File: src/rtl/rsched_pkg.sv
// rsched_pkg.sv - shared constants, status codes and control structs of the
// priority order rescheduler. No dependencies.
`default_nettype none

package rsched_pkg;

   localparam int COUNT_W    = 16;  // collision count width
   localparam int ROBOT_IN_W = 3;   // colliding robot field width
   localparam int SLOT_OUT_W = 3;   // per-slot result field width
   localparam int OUT_SLOTS  = 8;   // slot fields on the result channel
   localparam int IN_ROBOTS  = 8;   // count fields on the request channel
   localparam int STATUS_W   = 2;
   localparam int CFG_W      = 4;   // robots_in_use width

   localparam logic [CFG_W-1:0] ROBOTS_RESET = 4'd8;

   // register index (paddr[2])
   localparam logic REG_ROBOTS = 1'b0;

   // result status codes
   localparam logic [STATUS_W-1:0] ST_ADOPTED   = 2'd0;
   localparam logic [STATUS_W-1:0] ST_EXHAUSTED = 2'd1;
   localparam logic [STATUS_W-1:0] ST_BAD_ROBOT = 2'd2;

   typedef struct packed {
      logic restart;  // back to one-entry history
      logic start;    // rewind scan pointer
      logic run;      // scan in progress
      logic record;   // write candidate into ring
   } hist_ctrl_type;

   typedef struct packed {
      logic ready;    // entry 0 initialized
      logic hit;      // candidate found in history
      logic miss;     // last entry compared, no match
   } hist_stat_type;

endpackage

`default_nettype wire

File: src/rtl/rsched_hist.sv
// rsched_hist.sv - ring of tried orders with one-entry-per-cycle match scan.
// Depends on rsched_pkg.
`default_nettype none

module rsched_hist #(
   parameter int MAX_ROBOTS    = 8,
   parameter int HISTORY_DEPTH = 64
) (
   input  wire                                      clock,
   input  wire                                      reset,
   input  rsched_pkg::hist_ctrl_type                ctrl,
   input  wire [MAX_ROBOTS*$clog2(MAX_ROBOTS)-1:0]  cand,
   output rsched_pkg::hist_stat_type                stat
);
   import rsched_pkg::*;

   localparam int RW      = $clog2(MAX_ROBOTS);
   localparam int ORDER_W = MAX_ROBOTS * RW;
   localparam int AW      = $clog2(HISTORY_DEPTH);
   localparam int CW      = $clog2(HISTORY_DEPTH + 1);

   logic [ORDER_W-1:0] mem [HISTORY_DEPTH];

   logic [CW-1:0]      count_ff, count_in;
   logic [AW-1:0]      wslot_ff, wslot_in;
   logic               init_ff, init_in;
   logic [CW-1:0]      scan_ff, scan_in;
   logic               pend_ff, pend_in;
   logic               last_ff, last_in;
   logic [ORDER_W-1:0] rd_data_ff;
   logic [ORDER_W-1:0] identity;
   logic               issue;
   logic               match;

   always_comb begin
      for (int i = 0; i < MAX_ROBOTS; i++) begin
         identity[i*RW +: RW] = RW'(i);
      end
   end

   assign issue      = ctrl.run && (scan_ff != count_ff);
   assign match      = (rd_data_ff == cand);
   assign stat.ready = ~init_ff;
   assign stat.hit   = ctrl.run && pend_ff && match;
   assign stat.miss  = ctrl.run && pend_ff && last_ff && !match;

   always_comb begin
      count_in = count_ff;
      wslot_in = wslot_ff;
      init_in  = 1'b0;
      scan_in  = scan_ff;
      pend_in  = issue;
      last_in  = issue && (CW'(scan_ff + 1'b1) == count_ff);
      if (ctrl.start) begin
         scan_in = '0;
      end else if (issue) begin
         scan_in = CW'(scan_ff + 1'b1);
      end
      if (ctrl.record) begin
         wslot_in = (wslot_ff == AW'(HISTORY_DEPTH - 1)) ? '0 : AW'(wslot_ff + 1'b1);
         if (count_ff != CW'(HISTORY_DEPTH)) begin
            count_in = CW'(count_ff + 1'b1);
         end
      end
      if (ctrl.restart) begin
         count_in = CW'(1);
         wslot_in = AW'(1);
         init_in  = 1'b1;
      end
   end

   always_ff @(posedge clock) begin
      if (reset) begin
         count_ff <= CW'(1);
         wslot_ff <= AW'(1);
         init_ff  <= 1'b1;
         scan_ff  <= '0;
         pend_ff  <= 1'b0;
         last_ff  <= 1'b0;
      end else begin
         count_ff <= count_in;
         wslot_ff <= wslot_in;
         init_ff  <= init_in;
         scan_ff  <= scan_in;
         pend_ff  <= pend_in;
         last_ff  <= last_in;
      end
   end

   // single write port, single registered read port
   always_ff @(posedge clock) begin
      if (init_ff) begin
         mem[0] <= identity;
      end else if (ctrl.record) begin
         mem[wslot_ff] <= cand;
      end
      if (issue) begin
         rd_data_ff <= mem[scan_ff[AW-1:0]];
      end
   end

endmodule

`default_nettype wire

File: config.mk
export PLATFORM = sky130hd
export DESIGN_NAME = rsched_hist
export DESIGN_NICKNAME = d
export VERILOG_FILES = /design/src/rtl/rsched_pkg.sv /design/src/rtl/rsched_hist.sv
export SDC_FILE = /design/constraint.sdc
export NUM_CORES = 1
export LEC_CHECK = 0
export BUFFER_PORTS_ARGS = -buffer_cell sky130_fd_sc_hd__clkbuf_2
export CAP_MARGIN = 20
export CORE_MARGIN = 4
export CORE_UTILIZATION = 60
export DETAILED_ROUTE_END_ITERATION = 8
export MAX_ROUTING_LAYER = met4
export PLACE_DENSITY = 0.75
export SYNTH_ARGS = -nofsm -noshare
export SYNTH_HDL_FRONTEND = slang
export SYNTH_SLANG_ARGS = --single-unit
File: constraint.sdc
create_clock -name clock -period 5.5 [get_ports clock]
set_input_delay 0.825 -clock clock [delete_from_list [all_inputs] [get_ports clock]]
set_output_delay 0.825 -clock clock [all_outputs]
set_load 0.01 [all_outputs]
Word level (Yosys, flattened, before mapping):

Memories as Yosys holds them, arrays and structs flattened. A register that Yosys moved wholly into a read port is not among the register bits.
Cells that the tools add are included.
W data, S select, Z words.

* add/sub/neg operators: 3
* equal/unequal tests: 5
* muxes and demuxes: 10
* bitwise gates (word level): 1
* reductions and logical operators: 11

Operators with widths (number)
* $eq A24 B24 Y1: 1
* $mux W24: 1
* $reduce_or A24 Y1: 1
* $add A7 B1 Y7 const B: 2
* $mux W6: 2
* $eq A7 B7 Y1: 1
* $mux W1: 7
* $ne A7 B7 Y1: 1
* $ne A7 B7 Y1 const B: 1
* $add A6 B1 Y6 const B: 1
* $eq A6 B6 Y1 const B: 1
* $logic_and A1 B1 Y1: 6
* $reduce_or A2 Y1: 2
* $reduce_and A2 Y1: 1
* $logic_not A1 Y1: 1
* $not A1 Y1: 1

* bits in registers: 23
* RAM bits: 1536
* bits of input ports: 30
* output and inout port bits: 3
* logic and storage cells: 37
* memories kept: 1

Memories
* mem: words 64, width 24, rd ports 1, clocked after memory_dff 1, write ports 1, RTL line rsched_hist.sv:22 `logic [ORDER_W-1:0] mem [HISTORY_DEPTH];`

Logic depth before layout (Yosys ltp):

Gate-level depths: netlist (run 1).

* depth after elaboration: 5
* mapped depth: 10
* depth with buffers taken out: 7

Least setup slack after synthesis (run 1):

Ideal clock, no wire load.

* path type: input -> register
* start point: input port ctrl[0] in the netlist's numbering
* end point: memory mem[59][0] in the netlist's numbering (enable)
* library setup time: 0.405 ns
* data arrival time: 3.092 ns
* required time: 5.095 ns
* setup slack: 2.003 ns
* stages on the path: 6
* buffers on the path: 2
* cells stage by stage: clkbuf_1 inv_1 nor2_1 clkbuf_1 nand4b_1 nor2_1

* cells in the longest elaborated chain, start to end: 5
* elaborated cells on any way between the ends: 6
* those cells by class: mux: 5; reduce/logical: 1

RTL lines
* start, declared: RTL line rsched_hist.sv:11 `input rsched_pkg::hist_ctrl_type ctrl,`
* $mux W1 (*): RTL line rsched_hist.sv:94 `end else if (ctrl.record) begin`
* $mux W1 (*): RTL line rsched_hist.sv:92 `if (init_ff) begin`
* $mux W1 (implied by the code) (*): RTL line rsched_hist.sv:95 `mem[wslot_ff] <= cand;`
* $reduce_or A24 Y1 (no line)
* $mux W6 (no line) / $mux W1 (equally long branches)
* end, declared: RTL line rsched_hist.sv:22

Mark *: on every way between the ends. The rest lies on a longest branch, timed or not.

==> reports/metrics.yaml, run 1 <==
grt:
  overflow: 0
  grt_antenna_before_repair: 2
  gr-usage-all-layers_pct: 28.38
  grt_pass1_vias: 29920
  grt_pass1_wl_um: 211300
  met3_usage_pct: 5.888
  grt_use_met1_pct: 40.82
  grt_util_met2_pct: 42.13
  grt_max_degree: 127
  busiest_layer: "met2"
critical_path:
  crit_type: "flip-flop to output pin"
  crit_path_top_delay_cell: "nor3_1"
  rrSetupSlack_ns: 1.61
  cp_max_fo: 2
  worstPathCellList: "xor2_1 > nor4_1 > nand4_1 > nor3_1 > and3_1 > clkbuf_2"
  cpPeakStageDelay_ns: 0.85
  cp_data_required_time_ns: 4.68
  crit_arrival_ns: 3.24
  reg2regPathDepth: 6
  startpoint_type: "flip-flop"
  crit_path_end_kind: "output pin"
synth:
  synth.most_common_cell: "edfxtp_1"
  syn-cell-area_um2: 61040
  yosysSeqAreaShare_pct: 77.50
  synth_seq_cells: 1583
  synth_warnings: 0
  synth.top_cell.area_share_pct: 76.74
  synth_cells: 2778
  synth-compound-area-share_pct: 2.843
  synth_largest_area_cell: "edfxtp_1"
  synthTopCellsByArea: "edfxtp_1 77%, mux4_2 13%, mux2i_1 2.4%"
  yosys-top-cells-count: "1560 x edfxtp_1, 360 x mux4_2, 146 x mux2i_1"
  synth_top_family_by_area: "multiplexers"
  synth_edf_count: 1560
  synth_xor_area_share_pct: 0.6600
  synthDistinctLibCells: 48
  synthSimpleGateAreaFrac_pct: 1.851
  synth_ff_type: "edfxtp_1"
  synth.mux.area_fraction_pct: 15.70
  syn-mean-instance-area_um2: 21.97
  synthAdderAreaFrac_pct: 0.08199
  synth_fp_nets: 2812
  synthArstFlopShare_pct: 0
cts:
  cts_resized: 0
  cts_max_path_buffers: 3
  post-cts-setup-buffers: 0
  numCtsBuffers: 152
  ctsHoldBuffers: 0
  root_buffer: "clkbuf_16"
  cts_tree: "built"
  path_clk_slew_ns: 0.06
  clk_latency_ns: 0.77
  htreeDepth: 4
  clock_sinks: 1583
routing:
  via_per_inst: 6.784
  dr.pass1.iters: 7
  drc: 0
  drt_iter0_drc: 4725
  ant_nets: 0
  num_vias: 29910
  wl_um: 144700
  post_drt_wl_per_cell_um: 32.82
hold_path:
  holdPathStages: 2
  worstHoldPathType: "input pin to flip-flop"
placement:
  dp_slack_ns: 1.681
  globalplace.congestion: 0.8783
  dp_hpwl_um: 80060
  port_buffers: 32
pwr:
  netSwitchingPower_mw: 4.794
  peakVddDrop_uv: 342.6
  pwr-share-seq_pct: 55.4
  comb_power_share_pct: 2.6
  switching_share_pct: 20.11
  intPower_mw: 19.05
  cellLeakagePower_nw: 21.36
  pwr-share-clk_pct: 42.0
  power_mw: 23.84
  p_per_area_nw_per_um2: 349.4
floorplan:
  die_x_um: 327.0
  coreArea_um2: 100600
  initial_utilization_pct: 60.69
  die_area_um2: 106900
  die_y_um: 327.0
  io_pins: 33
  rows: 116
timing:
  tns_ns: 0
  skew_ns: 0.03801
  post-route-min-period_ns: 4.063
  finalSetupViolCount: 0
  post-route-period-util_pct: 73.88
  hold_viol_final: 0
  slew_viol_final: 0
  max_slew_margin_pct: 25.43
  layout_setup_ws_ns: 1.437
  fmax_mhz: 246.1
  worst_slew_pin_slew_ns: 1.111
  rsz0062_at_grt: "no"
job:
  cap_violations: 0
layout:
  layout.nets: 2965
  drive_above_1_share_pct: 27.55
  fillerInstances: 5987
  areaGrowthSynthToFinish_pct: 11.78
outcome:
  status: "finished clean"
-- power groups by stage --
stage	registers (mW)	clock network [mW]	logic, mW
2_1_floorplan	13.5	0	0.403
3_3_place_gp	13.5	0	0.591
3_5_place_dp	13.5	0	0.612
4_1_cts	13.2	10.1	0.618
5_1_grt	13.2	10.7	0.652
6_report	13.2	10.0	0.618
-- path summary, 6_finish.rpt --
path,startpoint,endpoint
worst min register to register,scan_ff[6],scan_ff[6]
worst min-delay path,ctrl[2],scan_ff[0]
worst max-delay path,rd_data_ff[21],stat[1]
worst max register to register,scan_ff[0],rd_data_ff[1]
-- sequential cells by signal, indices dropped and copies added (netlist names) --
register and count:
mem 1536, last_ff 1, pend_ff 1, scan_ff 7, init_ff 1, wslot_ff 6
count_ff 7, rd_data_ff 24
-- routing by layer --
metal	part of all wire, %	vias up
met4	3.0	0
met1	38	15800
met3	11	252
met5	0	-
li1	-	12030
met2	48	1833
-- placed cells by master (no fill, tap or decap), types with 23 or more instances in the layout --
cell type / Yosys / layout
nor2_2: 1 / 66
edfxtp_1: 1560 / 1560
a211oi_1: 48 / 48
clkinv_2: 0 / 36
nor2b_1: 27 / 25
o31ai_1: 26 / 26
mux4_2: 360 / 360
a22oi_1: 47 / 47
xor2_1: 24 / 24
mux2i_1: 146 / 146
clkbuf_2: 0 / 32
o21ai_1: 25 / 25
a311oi_1: 23 / 23
o221ai_1: 24 / 24
o22ai_1: 24 / 24
clkbuf_16: 0 / 154
buf_4: 16 / 113
nor2_1: 111 / 46
clkinv_1: 0 / 30
-- critical path, delay by kind of cell (launching register included) --
| kind | cells | cell delay [ns] |
|---|---|---|
| buf+inv | 1 | 0.14 |
| flops | 1 | 0.43 |
| simple gates | 4 | 1.72 |
| xor+xnor | 1 | 0.17 |
-- final cells by class --
cell class                      count  area, um2  area share (%)
Inverter                            9      33.78         0.04951
Clock buffer                      176       3936           5.769
Sequential cell                  1583      47330           69.36
Timing Repair Buffer              159       1271           1.863
Multi-Input combinational cell   1026      13110           19.22
Tap cell                         1357       1698           2.488
Antenna cell                        2      5.005        0.007335
Clock inverter                     96      848.3           1.243
-- cell families (layout without fill, tap and decap cells) --
family | count (synthesis) | in the layout
AO/OA/AOI/OAI | 239 | 239
other | 0 | 2
XOR/XNOR | 46 | 46
multiplexers | 507 | 507
AND/OR/NAND/NOR | 230 | 230
adder cells (fa/ha/maj) | 4 | 4
buffers and inverters | 169 | 440
flip-flops | 1583 | 1583
-- per-stage QoR --
step | utilization, % | instances | instance area [um2] | hold slack, ns
2_1_floorplan | - | 2778 | 61040 | 0.4692
3_3_place_gp | 62.99 | 4129 | 63360 | 0.4861
3_5_place_dp | 63.07 | 4133 | 63430 | 0.5032
4_1_cts | 67.82 | 4405 | 68220 | 0.2176
5_1_grt | 67.83 | 4408 | 68230 | 0.2533
6_report | 67.83 | 4408 | 68230 | 0.2730
(Power assumes the default switching activity.)
==> run 2, diff against run 1 <==
Clock period 5.5 ns to 4.2 ns, I/O delays scaled along.
==> run 2 against run 1 <==
Effect of this change: final cell count is 0.75% higher; worst setup slack got worse by 0.79 ns; design area is 0.53% higher; routed wire length increased by 1.6%; critical path depth is the same; sequential share of layout area fell by 0.36 points; register-to-register slack worse by 0.96 ns; largest power group unchanged; non-clock buffer count up 30; total power is 31% higher; combinational power is 30% higher; first-iteration DRC count down 7.2%.
==> reports/metrics.yaml, run 2 (synthesized netlist as in run 1, its figures left out) <==
pwr:
  cellLeakagePower_nw: 21.49  # +0.61%
  comb_power_share_pct: 2.6  # about the same
  pwr-share-clk_pct: 42.1  # about the same
  netSwitchingPower_mw: 6.256  # +31%
  pwr-share-seq_pct: 55.4  # about the same
  peakVddDrop_uv: 379.8  # +11%
  switching_share_pct: 20.01  # -0.091 points
  power_mw: 31.26  # +31%
  p_per_area_nw_per_um2: 455.7  # +30%
  intPower_mw: 25.00  # +31%
grt:
  grt_pass1_vias: 30080  # +0.53%
  overflow: 0  # unchanged
  grt_pass1_wl_um: 213300  # +0.96%
  grt_antenna_before_repair: 5  # +3
  grt_max_degree: 96  # -24%
  gr-usage-all-layers_pct: 28.85  # +0.47 points
critical_path:
  startpoint_type: "flip-flop"
  cp_data_required_time_ns: 4.65  # -0.03 ns
  worstPathCellList: "buf_12 > nor2b_2 > buf_4 > a22oi_1 > a311oi_1 > o31ai_1"
  crit_path_top_delay_cell: "a311oi_1"
  rrSetupSlack_ns: 0.65  # -0.96 ns
  crit_type: "flip-flop to flip-flop"
  crit_arrival_ns: 4.00  # +0.76 ns
  cp_max_fo: 63  # +61
  crit_path_end_kind: "flip-flop"
  r2r_end: "rd_data_ff[11]"
  timing.rr.start: "scan_ff[2]"
  cpPeakStageDelay_ns: 1.05  # +0.20 ns
  reg2regPathDepth: 6  # unchanged
routing:
  num_vias: 29990  # +0.28%
  post_drt_wl_per_cell_um: 33.09  # +0.81%
  dr.pass1.iters: 5  # -2
  wl_um: 146900  # +1.6%
  via_per_inst: 6.753  # -0.47%
  ant_nets: 0  # unchanged
  drc: 0  # unchanged
  drt_iter0_drc: 4386  # -7.2%
cts:
  cts_max_path_buffers: 3  # unchanged
  ctsHoldBuffers: 0  # unchanged
  numCtsBuffers: 152  # unchanged
  clock_sinks: 1583  # unchanged
  cts_tree: "built"
  post-cts-setup-buffers: 0  # unchanged
  htreeDepth: 4  # unchanged
  root_buffer: "clkbuf_16"
  path_clk_slew_ns: 0.06  # about the same
  cts_resized: 0  # unchanged
  clk_latency_ns: 0.76  # about the same
layout:
  seqCellArea_um2: 47330  # unchanged
  multi_input_area_um2: 13120  # about the same
  layout_commonest_cell: "edfxtp_1"
  drive_above_1_share_pct: 27.95  # +0.40 points
  layout.nets: 2995  # +1.0%
  largest_registers: "mem x1536, rd_data_ff x24"
  final_cell_mix: "1560 x edfxtp_1, 360 x mux4_2, 153 x clkbuf_16, 146 x mux2i_1, 131 x buf_4"
  largest_reg_flops: 1536  # unchanged
  fillerInstances: 5935  # -0.87%
  areaGrowthSynthToFinish_pct: 12.36
  largest-register: "mem"
  fin_util_pct: 68.19  # +0.36 points
floorplan:
  die_x_um: 327.0  # unchanged
  initial_utilization_pct: 60.69  # unchanged
  rows: 116  # unchanged
  die_area_um2: 106900  # unchanged
  coreArea_um2: 100600  # unchanged
  io_pins: 33  # unchanged
  die_y_um: 327.0  # unchanged
timing:
  layout_setup_ws_ns: 0.6496  # -0.7872 ns
  post-route-min-period_ns: 3.550
  worst_slew_pin_slew_ns: 1.235  # +0.1237 ns
  slew_viol_final: 0  # unchanged
  rsz0062_at_grt: "no"
  finalSetupViolCount: 0  # unchanged
  timing.hold.ws_ns: 0.1147  # -0.1583 ns
  post-route-period-util_pct: 84.53
  max_slew_margin_pct: 17.12  # -8.3 points
  hold_viol_final: 0  # unchanged
  fmax_mhz: 281.7
  tns_ns: 0  # unchanged
  skew_ns: 0.03187  # -0.006136 ns
hold_path:
  holdPathStages: 2  # unchanged
  min_from: "ctrl[2]"
  worstHoldPathType: "input pin to flip-flop"
  holdPathEnd: "scan_ff[1]"
placement:
  globalplace.congestion: 0.8890  # +1.2%
  port_buffers: 32  # unchanged
  dp_slack_ns: 0.6719  # -1.009 ns
  dp_hpwl_um: 81260  # +1.5%
job:
  cap_violations: 0  # unchanged
outcome:
  status: "finished clean"
[run 2: cell types whose count changed in the layout (fill, tap and decap cells not counted), moves of 2 or more]
cell / previous run / this run
buf_16: 2 / 0
clkbuf_4: 1 / 3
clkinv_1: 30 / 33
diode_2: 2 / 4
inv_16: 0 / 2
buf_12: 9 / 23
buf_4: 113 / 131
clkbuf_1: 22 / 32
clkinv_2: 36 / 24
[run 2: how the worst max path moves through the flow]
stage / from / end / slack (ns) / depth (start not counted)
2_1_floorplan: ctrl[0] / mem[59][0] / 0.90 / 6
3_3_place_gp: scan_ff[2] / rd_data_ff[21] / 0.61 / 5
3_5_place_dp: scan_ff[2] / rd_data_ff[10] / 0.67 / 7
4_1_cts: scan_ff[2] / rd_data_ff[10] / 0.64 / 7
5_1_grt: scan_ff[2] / rd_data_ff[16] / 0.56 / 6
6_report: scan_ff[2] / rd_data_ff[11] / 0.65 / 6
[run 2: metrics by stage]
stage / instances / cell area (um2)
6_report: 4441 / 68590
3_5_place_dp: 4158 / 63720
3_3_place_gp: 4156 / 63680
4_1_cts: 4431 / 68490
2_1_floorplan: 2778 / 61040
5_1_grt: 4441 / 68590
[run 2: power by group through the flow]
stage               combinational [mW]  sequential [mW]  clock, mW
floorplan                        0.528             17.6          0
global placement                 0.764             17.6          0
detailed placement               0.789             17.6          0
CTS                              0.795             17.3       13.3
global route                     0.849             17.3       14.0
finish                           0.802             17.3       13.1
[run 2: metal layers]
layer / track usage (%) / share of wire, % / up-vias
met5: - / 0 / -
met4: 11.08 / 4.2 / 0
met3: 6.651 / 11 / 331
met2: 43.01 / 48 / 1890
met1: 39.74 / 37 / 15680
li1: - / - / 12090
[run 2: final cells by class]
type | count | share of cell area, %
Timing Repair Buffer | 189 | 2.371
Antenna cell | 4 | 0.01459
Tap cell | 1357 | 2.475
Inverter | 9 | 0.04925
Sequential cell | 1583 | 69.00
Clock buffer | 185 | 5.757
Multi-Input combinational cell | 1026 | 19.13
Clock inverter | 88 | 1.200
[run 2: critical path, delay by kind of cell (launching register included)]
| family | cells | cell delay [ns] |
|---|---|---|
| DFF | 1 | 1.01 |
| AOI/OAI and AO/OA | 3 | 1.38 |
| buffers and inverters | 2 | 0.65 |
| and+or+nand+nor | 1 | 0.17 |
